### config.mk
export PLATFORM = sky130hd
export DESIGN_NAME = round_robin_slot_allocator_core_flat
export DESIGN_NICKNAME = d
export VERILOG_FILES = /design/src/rrsa_pkg.sv /design/src/rrsa_if.sv /design/src/round_robin_slot_allocator_core.sv /design/src/rrsa_pick.sv /design/src/flat_wrapper.sv
export SDC_FILE = /design/constraint.sdc
export NUM_CORES = 1
export LEC_CHECK = 0
export ABC_CLOCK_PERIOD_IN_PS = 6800
export BUFFER_PORTS_ARGS = -buffer_cell sky130_fd_sc_hd__buf_4
export CORE_MARGIN = 2
export CORE_UTILIZATION = 45
export DETAILED_ROUTE_END_ITERATION = 10
export PLACE_DENSITY = 0.69
export SLEW_MARGIN = 15
export SYNTH_ARGS = -nofsm -noshare
export SYNTH_HDL_FRONTEND = slang
export SYNTH_SLANG_ARGS = --single-unit
### constraint.sdc
create_clock -name clk_i -period 6.8 [get_ports clk_i]
set_input_delay 0.68 -clock clk_i [delete_from_list [all_inputs] [get_ports clk_i]]
set_output_delay 0.68 -clock clk_i [all_outputs]
set_load 0.1 [all_outputs]
### src/rrsa_pkg.sv
package rrsa_pkg;

  // Fixed field widths of the channels.
  localparam int unsigned CMD_W        = 2;
  localparam int unsigned SLOT_IDX_W   = 4;
  localparam int unsigned STATUS_W     = 3;
  localparam int unsigned FREE_CNT_W   = 5;
  localparam int unsigned WAIT_CNT_W   = 4;
  localparam int unsigned CFG_ADDR_W   = 2;
  localparam int unsigned CFG_DATA_W   = 5;

  // Smallest pool the allocator runs with.
  localparam int unsigned MIN_SLOTS    = 3;

  // Register indexes of the configuration port.
  localparam logic [CFG_ADDR_W-1:0] REG_SLOT_COUNT    = 2'd0;
  localparam logic [CFG_ADDR_W-1:0] REG_BLOCKING_MODE = 2'd1;

  // Request commands. The unused code behaves as a status query.
  typedef enum logic [CMD_W-1:0] {
    CMD_ACQUIRE = 2'd0,
    CMD_RELEASE = 2'd1,
    CMD_STATUS  = 2'd2
  } cmd_e;

  // Response status codes.
  typedef enum logic [STATUS_W-1:0] {
    ST_GRANTED     = 3'd0,
    ST_NO_FREE     = 3'd1,
    ST_QUEUED      = 3'd2,
    ST_RELEASED    = 3'd3,
    ST_HANDED_OFF  = 3'd4,
    ST_REL_IGNORED = 3'd5,
    ST_STATUS      = 3'd6
  } status_e;

endpackage

### src/rrsa_if.sv
// Request channel: one command per handshake.
interface rrsa_req_if
  import rrsa_pkg::*;
();
  logic                  valid;
  logic                  ready;
  logic [CMD_W-1:0]      cmd;
  logic [SLOT_IDX_W-1:0] release_index;

  modport source (output valid, output cmd, output release_index, input ready);
  modport sink   (input valid, input cmd, input release_index, output ready);
endinterface

// Response channel: one response per request.
interface rrsa_rsp_if
  import rrsa_pkg::*;
();
  logic                  valid;
  logic                  ready;
  logic [STATUS_W-1:0]   status;
  logic                  grant_valid;
  logic [SLOT_IDX_W-1:0] grant_index;
  logic                  all_free;
  logic [FREE_CNT_W-1:0] free_count;
  logic [WAIT_CNT_W-1:0] waiting_count;

  modport source (output valid, output status, output grant_valid, output grant_index,
                  output all_free, output free_count, output waiting_count, input ready);
  modport sink   (input valid, input status, input grant_valid, input grant_index,
                  input all_free, input free_count, input waiting_count, output ready);
endinterface

// Configuration write channel.
interface rrsa_cfg_if
  import rrsa_pkg::*;
();
  logic                  valid;
  logic                  ready;
  logic [CFG_ADDR_W-1:0] addr;
  logic [CFG_DATA_W-1:0] wdata;

  modport source (output valid, output addr, output wdata, input ready);
  modport sink   (input valid, input addr, input wdata, output ready);
endinterface

### src/round_robin_slot_allocator_core.sv
// Channel  | Modport      | Moves
// ---------+--------------+---------------------------------------------
// req_i    | sink         | request: cmd, release_index
// rsp_o    | source       | response: status, grant, all_free, counts
// cfg_i    | sink         | register write: addr, wdata (always ready)
//
// One request per cycle is sustained while the response is taken; each request passes
// from acceptance to response through an input register and a response register.
// The search, the state update and the counts are worked out between the two registers.
// Reset clears the pool: no slot in use, pointer and waiters at zero, three slots.
// A stalled response holds its register; the input register still takes one more request.
// A write to the slot count or blocking mode register clears the pool.
module round_robin_slot_allocator_core
  import rrsa_pkg::*;
#(
  parameter int unsigned MAX_SLOTS   = 16,
  parameter int unsigned MAX_WAITERS = 8
) (
  input  logic     clk_i,
  input  logic     rst_ni,
  rrsa_req_if.sink   req_i,
  rrsa_rsp_if.source rsp_o,
  rrsa_cfg_if.sink   cfg_i
);

  localparam int unsigned IdxW  = $clog2(MAX_SLOTS);
  localparam int unsigned CntW  = $clog2(MAX_SLOTS + 1);
  localparam int unsigned WaitW = $clog2(MAX_WAITERS + 1);
  localparam int unsigned CmpW  = (CntW > CFG_DATA_W) ? CntW : CFG_DATA_W;

  // Configuration and pool state.
  logic [CntW-1:0]      slot_count_q;
  logic                 blocking_q;
  logic [MAX_SLOTS-1:0] in_use_q, in_use_d;
  logic [IdxW-1:0]      start_q, start_d;
  logic [WaitW-1:0]     waiters_q, waiters_d;
  logic [CntW-1:0]      used_q, used_d;

  // Input register.
  logic                  in_vld_q;
  logic [CMD_W-1:0]      in_cmd_q;
  logic [SLOT_IDX_W-1:0] in_rel_q;

  // Response register.
  logic                  out_vld_q;
  status_e               out_status_q, out_status_d;
  logic                  out_gvalid_q, out_gvalid_d;
  logic [SLOT_IDX_W-1:0] out_gidx_q, out_gidx_d;
  logic                  out_all_free_q;
  logic [FREE_CNT_W-1:0] out_free_q;
  logic [WAIT_CNT_W-1:0] out_wait_q;

  logic                 advance;
  logic                 cfg_write;
  logic [MAX_SLOTS-1:0] live_mask;
  logic [MAX_SLOTS-1:0] free_mask;
  logic                 pick_found;
  logic [IdxW-1:0]      pick_index;
  logic                 rel_in_range;
  logic [IdxW-1:0]      rel_index;
  logic [CmpW-1:0]      cfg_value;
  logic [CntW-1:0]      cfg_slots;

  // Handshakes: the input register refills whenever its request moves on.
  assign advance     = in_vld_q && (!out_vld_q || rsp_o.ready);
  assign req_i.ready = !in_vld_q || advance;
  assign cfg_i.ready = 1'b1;
  assign cfg_write   = cfg_i.valid &&
                       ((cfg_i.addr == REG_SLOT_COUNT) || (cfg_i.addr == REG_BLOCKING_MODE));

  // Clamp a slot count write into the supported range.
  always_comb begin
    cfg_value = CmpW'(cfg_i.wdata);
    if (cfg_value < CmpW'(MIN_SLOTS)) begin
      cfg_slots = CntW'(MIN_SLOTS);
    end else if (cfg_value > CmpW'(MAX_SLOTS)) begin
      cfg_slots = CntW'(MAX_SLOTS);
    end else begin
      cfg_slots = CntW'(cfg_value);
    end
  end

  // Slots below the configured count are live.
  always_comb begin
    for (int i = 0; i < MAX_SLOTS; i++) begin
      live_mask[i] = (CntW'(i) < slot_count_q);
    end
  end

  assign free_mask = live_mask & ~in_use_q;

  rrsa_pick #(
    .MAX_SLOTS(MAX_SLOTS)
  ) u_pick (
    .free_i (free_mask),
    .start_i(start_q),
    .found_o(pick_found),
    .index_o(pick_index)
  );

  assign rel_in_range = CmpW'(in_rel_q) < CmpW'(slot_count_q);
  assign rel_index    = IdxW'(in_rel_q);

  // Pointer one past a slot, wrapping at the configured count.
  function automatic logic [IdxW-1:0] next_start(logic [IdxW-1:0] idx,
                                                 logic [CntW-1:0] count);
    logic [CntW-1:0] inc;
    inc = CntW'(idx) + CntW'(1);
    return (inc == count) ? '0 : IdxW'(inc);
  endfunction

  // Command decode and next pool state.
  always_comb begin
    in_use_d     = in_use_q;
    start_d      = start_q;
    waiters_d    = waiters_q;
    used_d       = used_q;
    out_status_d = ST_STATUS;
    out_gvalid_d = 1'b0;
    out_gidx_d   = '0;
    case (in_cmd_q)
      CMD_ACQUIRE: begin
        if (pick_found) begin
          in_use_d[pick_index] = 1'b1;
          start_d              = next_start(pick_index, slot_count_q);
          used_d               = used_q + CntW'(1);
          out_status_d         = ST_GRANTED;
          out_gvalid_d         = 1'b1;
          out_gidx_d           = SLOT_IDX_W'(pick_index);
        end else if (blocking_q && (waiters_q < WaitW'(MAX_WAITERS))) begin
          waiters_d    = waiters_q + WaitW'(1);
          out_status_d = ST_QUEUED;
        end else begin
          out_status_d = ST_NO_FREE;
        end
      end
      CMD_RELEASE: begin
        if (!rel_in_range) begin
          out_status_d = ST_REL_IGNORED;
        end else if (waiters_q != '0) begin
          // The slot goes straight to a waiter and is marked in use.
          waiters_d           = waiters_q - WaitW'(1);
          in_use_d[rel_index] = 1'b1;
          if (!in_use_q[rel_index]) begin
            used_d = used_q + CntW'(1);
          end
          start_d      = next_start(rel_index, slot_count_q);
          out_status_d = ST_HANDED_OFF;
          out_gvalid_d = 1'b1;
          out_gidx_d   = in_rel_q;
        end else begin
          in_use_d[rel_index] = 1'b0;
          if (in_use_q[rel_index]) begin
            used_d = used_q - CntW'(1);
          end
          out_status_d = ST_RELEASED;
        end
      end
      default: begin
        out_status_d = ST_STATUS;
      end
    endcase
  end

  // Configuration registers and pool state.
  always_ff @(posedge clk_i or negedge rst_ni) begin
    if (!rst_ni) begin
      slot_count_q <= CntW'(MIN_SLOTS);
      blocking_q   <= 1'b0;
      in_use_q     <= '0;
      start_q      <= '0;
      waiters_q    <= '0;
      used_q       <= '0;
    end else if (cfg_write) begin
      if (cfg_i.addr == REG_SLOT_COUNT) begin
        slot_count_q <= cfg_slots;
      end else begin
        blocking_q <= cfg_i.wdata[0];
      end
      in_use_q  <= '0;
      start_q   <= '0;
      waiters_q <= '0;
      used_q    <= '0;
    end else if (advance) begin
      in_use_q  <= in_use_d;
      start_q   <= start_d;
      waiters_q <= waiters_d;
      used_q    <= used_d;
    end
  end

  // Input register control.
  always_ff @(posedge clk_i or negedge rst_ni) begin
    if (!rst_ni) begin
      in_vld_q <= 1'b0;
    end else if (req_i.ready) begin
      in_vld_q <= req_i.valid;
    end
  end

  // Input register payload.
  always_ff @(posedge clk_i) begin
    if (req_i.valid && req_i.ready) begin
      in_cmd_q <= req_i.cmd;
      in_rel_q <= req_i.release_index;
    end
  end

  // Response register control.
  always_ff @(posedge clk_i or negedge rst_ni) begin
    if (!rst_ni) begin
      out_vld_q <= 1'b0;
    end else if (advance) begin
      out_vld_q <= 1'b1;
    end else if (rsp_o.ready) begin
      out_vld_q <= 1'b0;
    end
  end

  // Response register payload.
  always_ff @(posedge clk_i) begin
    if (advance) begin
      out_status_q   <= out_status_d;
      out_gvalid_q   <= out_gvalid_d;
      out_gidx_q     <= out_gidx_d;
      out_all_free_q <= (used_d == '0);
      out_free_q     <= FREE_CNT_W'(slot_count_q - used_d);
      out_wait_q     <= WAIT_CNT_W'(waiters_d);
    end
  end

  assign rsp_o.valid         = out_vld_q;
  assign rsp_o.status        = out_status_q;
  assign rsp_o.grant_valid   = out_gvalid_q;
  assign rsp_o.grant_index   = out_gidx_q;
  assign rsp_o.all_free      = out_all_free_q;
  assign rsp_o.free_count    = out_free_q;
  assign rsp_o.waiting_count = out_wait_q;

endmodule

### src/rrsa_pick.sv
// Round-robin search: finds the first free slot at or after the start
// pointer, wrapping to the lowest free slot below it.
module rrsa_pick
  import rrsa_pkg::*;
#(
  parameter int unsigned MAX_SLOTS = 16
) (
  input  logic [MAX_SLOTS-1:0]         free_i,
  input  logic [$clog2(MAX_SLOTS)-1:0] start_i,
  output logic                         found_o,
  output logic [$clog2(MAX_SLOTS)-1:0] index_o
);

  localparam int unsigned IdxW = $clog2(MAX_SLOTS);

  logic [MAX_SLOTS-1:0] upper;
  logic                 hi_found;
  logic                 lo_found;
  logic [IdxW-1:0]      hi_index;
  logic [IdxW-1:0]      lo_index;

  // Free slots at or above the start pointer.
  always_comb begin
    for (int i = 0; i < MAX_SLOTS; i++) begin
      upper[i] = free_i[i] && (IdxW'(i) >= start_i);
    end
  end

  // Lowest set bit of each candidate mask; scanning down lets the lowest win.
  always_comb begin
    hi_found = 1'b0;
    lo_found = 1'b0;
    hi_index = '0;
    lo_index = '0;
    for (int i = MAX_SLOTS - 1; i >= 0; i--) begin
      if (upper[i]) begin
        hi_found = 1'b1;
        hi_index = IdxW'(i);
      end
      if (free_i[i]) begin
        lo_found = 1'b1;
        lo_index = IdxW'(i);
      end
    end
  end

  // Prefer the slot past the pointer, otherwise wrap around.
  assign found_o = lo_found;
  assign index_o = hi_found ? hi_index : lo_index;

endmodule

### src/flat_wrapper.sv
// flat-port wrapper written by rule: the top's interface ports become plain ports
module round_robin_slot_allocator_core_flat import rrsa_pkg::*;
#(
  parameter int unsigned MAX_SLOTS   = 16,
  parameter int unsigned MAX_WAITERS = 8
)
  (clk_i, rst_ni, req_i_valid, req_i_cmd, req_i_release_index, req_i_ready, rsp_o_valid, rsp_o_status, rsp_o_grant_valid, rsp_o_grant_index, rsp_o_all_free, rsp_o_free_count, rsp_o_waiting_count, rsp_o_ready, cfg_i_valid, cfg_i_addr, cfg_i_wdata, cfg_i_ready);
  rrsa_req_if req_i_i ();
  rrsa_rsp_if rsp_o_i ();
  rrsa_cfg_if cfg_i_i ();
  input  logic clk_i;
  input  logic rst_ni;
  input wire logic [$bits(req_i_i.valid)-1:0] req_i_valid;
  input wire logic [$bits(req_i_i.cmd)-1:0] req_i_cmd;
  input wire logic [$bits(req_i_i.release_index)-1:0] req_i_release_index;
  output wire logic [$bits(req_i_i.ready)-1:0] req_i_ready;
  output wire logic [$bits(rsp_o_i.valid)-1:0] rsp_o_valid;
  output wire logic [$bits(rsp_o_i.status)-1:0] rsp_o_status;
  output wire logic [$bits(rsp_o_i.grant_valid)-1:0] rsp_o_grant_valid;
  output wire logic [$bits(rsp_o_i.grant_index)-1:0] rsp_o_grant_index;
  output wire logic [$bits(rsp_o_i.all_free)-1:0] rsp_o_all_free;
  output wire logic [$bits(rsp_o_i.free_count)-1:0] rsp_o_free_count;
  output wire logic [$bits(rsp_o_i.waiting_count)-1:0] rsp_o_waiting_count;
  input wire logic [$bits(rsp_o_i.ready)-1:0] rsp_o_ready;
  input wire logic [$bits(cfg_i_i.valid)-1:0] cfg_i_valid;
  input wire logic [$bits(cfg_i_i.addr)-1:0] cfg_i_addr;
  input wire logic [$bits(cfg_i_i.wdata)-1:0] cfg_i_wdata;
  output wire logic [$bits(cfg_i_i.ready)-1:0] cfg_i_ready;
  assign req_i_i.valid = req_i_valid;
  assign req_i_i.cmd = req_i_cmd;
  assign req_i_i.release_index = req_i_release_index;
  assign req_i_ready = req_i_i.ready;
  assign rsp_o_valid = rsp_o_i.valid;
  assign rsp_o_status = rsp_o_i.status;
  assign rsp_o_grant_valid = rsp_o_i.grant_valid;
  assign rsp_o_grant_index = rsp_o_i.grant_index;
  assign rsp_o_all_free = rsp_o_i.all_free;
  assign rsp_o_free_count = rsp_o_i.free_count;
  assign rsp_o_waiting_count = rsp_o_i.waiting_count;
  assign rsp_o_i.ready = rsp_o_ready;
  assign cfg_i_i.valid = cfg_i_valid;
  assign cfg_i_i.addr = cfg_i_addr;
  assign cfg_i_i.wdata = cfg_i_wdata;
  assign cfg_i_ready = cfg_i_i.ready;
  round_robin_slot_allocator_core #(.MAX_SLOTS(MAX_SLOTS), .MAX_WAITERS(MAX_WAITERS)) u_core (.clk_i(clk_i), .rst_ni(rst_ni), .req_i(req_i_i), .rsp_o(rsp_o_i), .cfg_i(cfg_i_i));
endmodule
==> flow_summary.ini <==
[synth]
mappedNetlistNets = 628
synth_edf_count = 24
synthesis.area_sq_um = 5020
synth_top_family_by_area = compound AO/OA/AOI/OAI gates
yosysUniqueCellTypes = 80
async_flop_share = 0.607
synth-seq-cells = 61
synth_compound_area_frac = 0.291
avgSynthCellArea_sq_um = 8.46
synthXorXnorAreaFrac = 0.0411
synth.area.mux_share = 0.0267
synth_cells = 593
yosys_most_used_dff = dfrtp_1
ys_seq_area_frac = 0.329
yosys.area_share.simple = 0.205
yosys_warnings = 0
synthAdderAreaFrac = 0.0439

[setup_path]
cp-endpoint = u_core.rsp_o.free_count[4]
rr_worst_depth = 13
reg2reg_from = u_core.slot_count_q[4]
reg2reg_to = u_core.rsp_o.free_count[4]
critPathRequiredTime_ns = 6.91
ff2ff_setup_slack_ns = 1.92
cp_data_arrival_time_ns = 4.99
cp_max_fo = 21
worstSetupStartpoint = u_core.slot_count_q[4]
worstSetupPathType = flop to flop
cp-end-kind = flop
cp-start-kind = flop

[clock_tree]
cts_setup_buffers = 0
ctsResizeCount = 0
postCtsHoldBufs = 0
cts_buffer_depth = 2
clk_latency_ns = 0.36
cts_tree = built
root_buffer = clkbuf_8
clock_sinks = 61
htreeDepth = 3
cts_made_buffers = 9
clk_pin_slew_ns = 0.08

[grt]
track_usage = 0.268
overflow = 0
grt_pass1_vias = 4482
grt_start_max_net_pins = 38
antenna_found_initial = 0
grt_pass1_wl_um = 24400

[sta]
setup_violations = 0
finalMaxSlewViolations = 0
max_slew_margin = 0.222
rsz0062_at_grt = false
max_freq_mhz = 205
fin_skew_ns = 0.0129
final.setup.tns_ns = 0
period_needed_ns = 4.88
finalHoldViolCount = 0
post-route-period-util = 0.718
worstMarginPinSlew_ns = 1.16

[floorplanning]
fp.dieH_um = 110
start_util = 0.463
boundaryPins = 39
die-area_sq_um = 12000
coreArea_sq_um = 10800
die_w_um = 110
rows = 38

[cells_and_area]
seq_area_sq_um = 1650
syn_to_final_growth_pct = 9.90
mostFrequentLayoutCells = nand2_1, nor2_1, a21oi_1, buf_4, o21ai_0
nFillCells = 1054
layout.cells.most_common = nand2_1
fin_cells = 749
drive_gt1_frac = 0.135
nets = 639
fin_area_sq_um = 5520
n_antenna_cell = 0
multiInputGateArea_sq_um = 3060

[job]
drv_cap = 0

[pwr]
p_leak_nw = 2.16
power.density_nw_per_um2 = 386
ir_worst_vdd_uv = 200

[detailed_routing]
avgRoutedWirePerCell_um = 20.8
vias_per_cell = 6.45
firstDrtPassIters = 5
num_vias = 4830
drt_iter0_drc = 394
remaining_drc_errors = 0
ant_nets = 0
totalWireLength_um = 15500

[placed_design]
dpl.hpwl_um = 11300
finalWeightedCongestion = 0.922
place_area_sq_um = 5280
place_inst = 733
portBuffers = 37

[status]
status = completed

[min_path]
hold_class = input pin to async pin
## report_power, final
group / total, W / internal [W] / switching [W]
Sequential: 0.000623 / 0.000471 / 0.000152
Combinational: 0.00112 / 0.000377 / 0.000746
Clock: 0.000381 / 0.000219 / 0.000163
Total: 0.00213 / 0.00107 / 0.00106
## critical path: stages (launching register included)
cell and delay (ns):
dfrtp_1 0.64, nor2_1 0.77, nor2_1 0.31, nor4_1 0.65
a41oi_1 0.40, o21ai_0 0.48, xnor2_1 0.18, ha_1 0.25
fa_1 0.42, inv_1 0.08, a21o_1 0.11, a21oi_1 0.08
xnor2_1 0.14, xnor2_1 0.13
## per-stage QoR
step | worst slack (ns) | power (W) | utilization | hold slack, ns
final | 1.92 | 0.00213 | 0.509 | 0.291
after global routing | 1.48 | 0.00223 | 0.509 | 0.319
after CTS | 1.98 | 0.00210 | 0.509 | 0.300
after detailed placement | 1.99 | 0.00171 | 0.487 | 0.483
after global placement | 2.08 | 0.00172 | 0.487 | 0.485
after floorplan | 2.74 | 0.00144 | - | 0.384
## cell type report
type,count,area share
clock buffer,10,0.0250
inverter,31,0.0211
clock inverter,6,0.0170
timing repair buffer,38,0.0517
tap,140,0.0318
multi-input combinational,463,0.554
sequential,61,0.299
## cells in the mapped netlist, types with 8 or more instances
library cell   n  area (sq um)
nor2_1        53           199
a311oi_1      10          87.6
nand2_1       58           218
inv_1         30           113
clkbuf_1      22          82.6
xnor2_1       15           131
a21oi_1       47           235
o21ai_0       36           180
o31ai_1        8          60.1
a21o_1         8          60.1
nor2b_1        9          56.3
nand3_1       21           105
nor3_1        16          80.1
a211oi_1      13          97.6
ha_1          16           200
dfrtp_1       35           876
nand2b_1      11          68.8
edfxtp_1      24           721
## worst min-delay path by stage
stage / start / cells past startpoint / end / slack (ns)
global placement: u_core.in_vld_q / 1 / u_core.rsp_o.valid / 0.48
floorplan: rst_ni / 0 / u_core.blocking_q / 0.38
global route: rst_ni / 1 / u_core.in_use_q[2] / 0.32
finish: rst_ni / 1 / u_core.in_use_q[5] / 0.29
CTS: rst_ni / 1 / u_core.in_use_q[5] / 0.30
detailed placement: u_core.in_vld_q / 1 / u_core.rsp_o.valid / 0.48
## flip-flops by register name, summed over array words and instances, names as in the netlist, 2 cells and up
register and count:
u_core.slot_count_q 5, u_core.rsp_o.waiting_count 4, u_core.in_use_q 16, u_core.rsp_o.grant_index 4, u_core.rsp_o.status 3, u_core.rsp_o.free_count 5
u_core.in_rel_q 4, u_core.waiters_q 4, u_core.in_cmd_q 2, u_core.start_q 4, u_core.used_q 5
## cell families after synthesis
group / after synthesis
simple gates: 210
xor+xnor: 22
buf+inv: 69
flops: 61
mux: 7
fa+ha+maj: 17
compound gates: 206
other cells: 1
## routing by layer
layer / up-vias / GRT usage / part of all wire
met5: - / 0 / 0
met4: 0 / 0.0949 / 0.023
met3: 31 / 0.0433 / 0.073
met2: 215 / 0.403 / 0.46
met1: 2350 / 0.389 / 0.45
li1: 2234 / - / -
No activity file was read; power rests on OpenSTA's default activity.
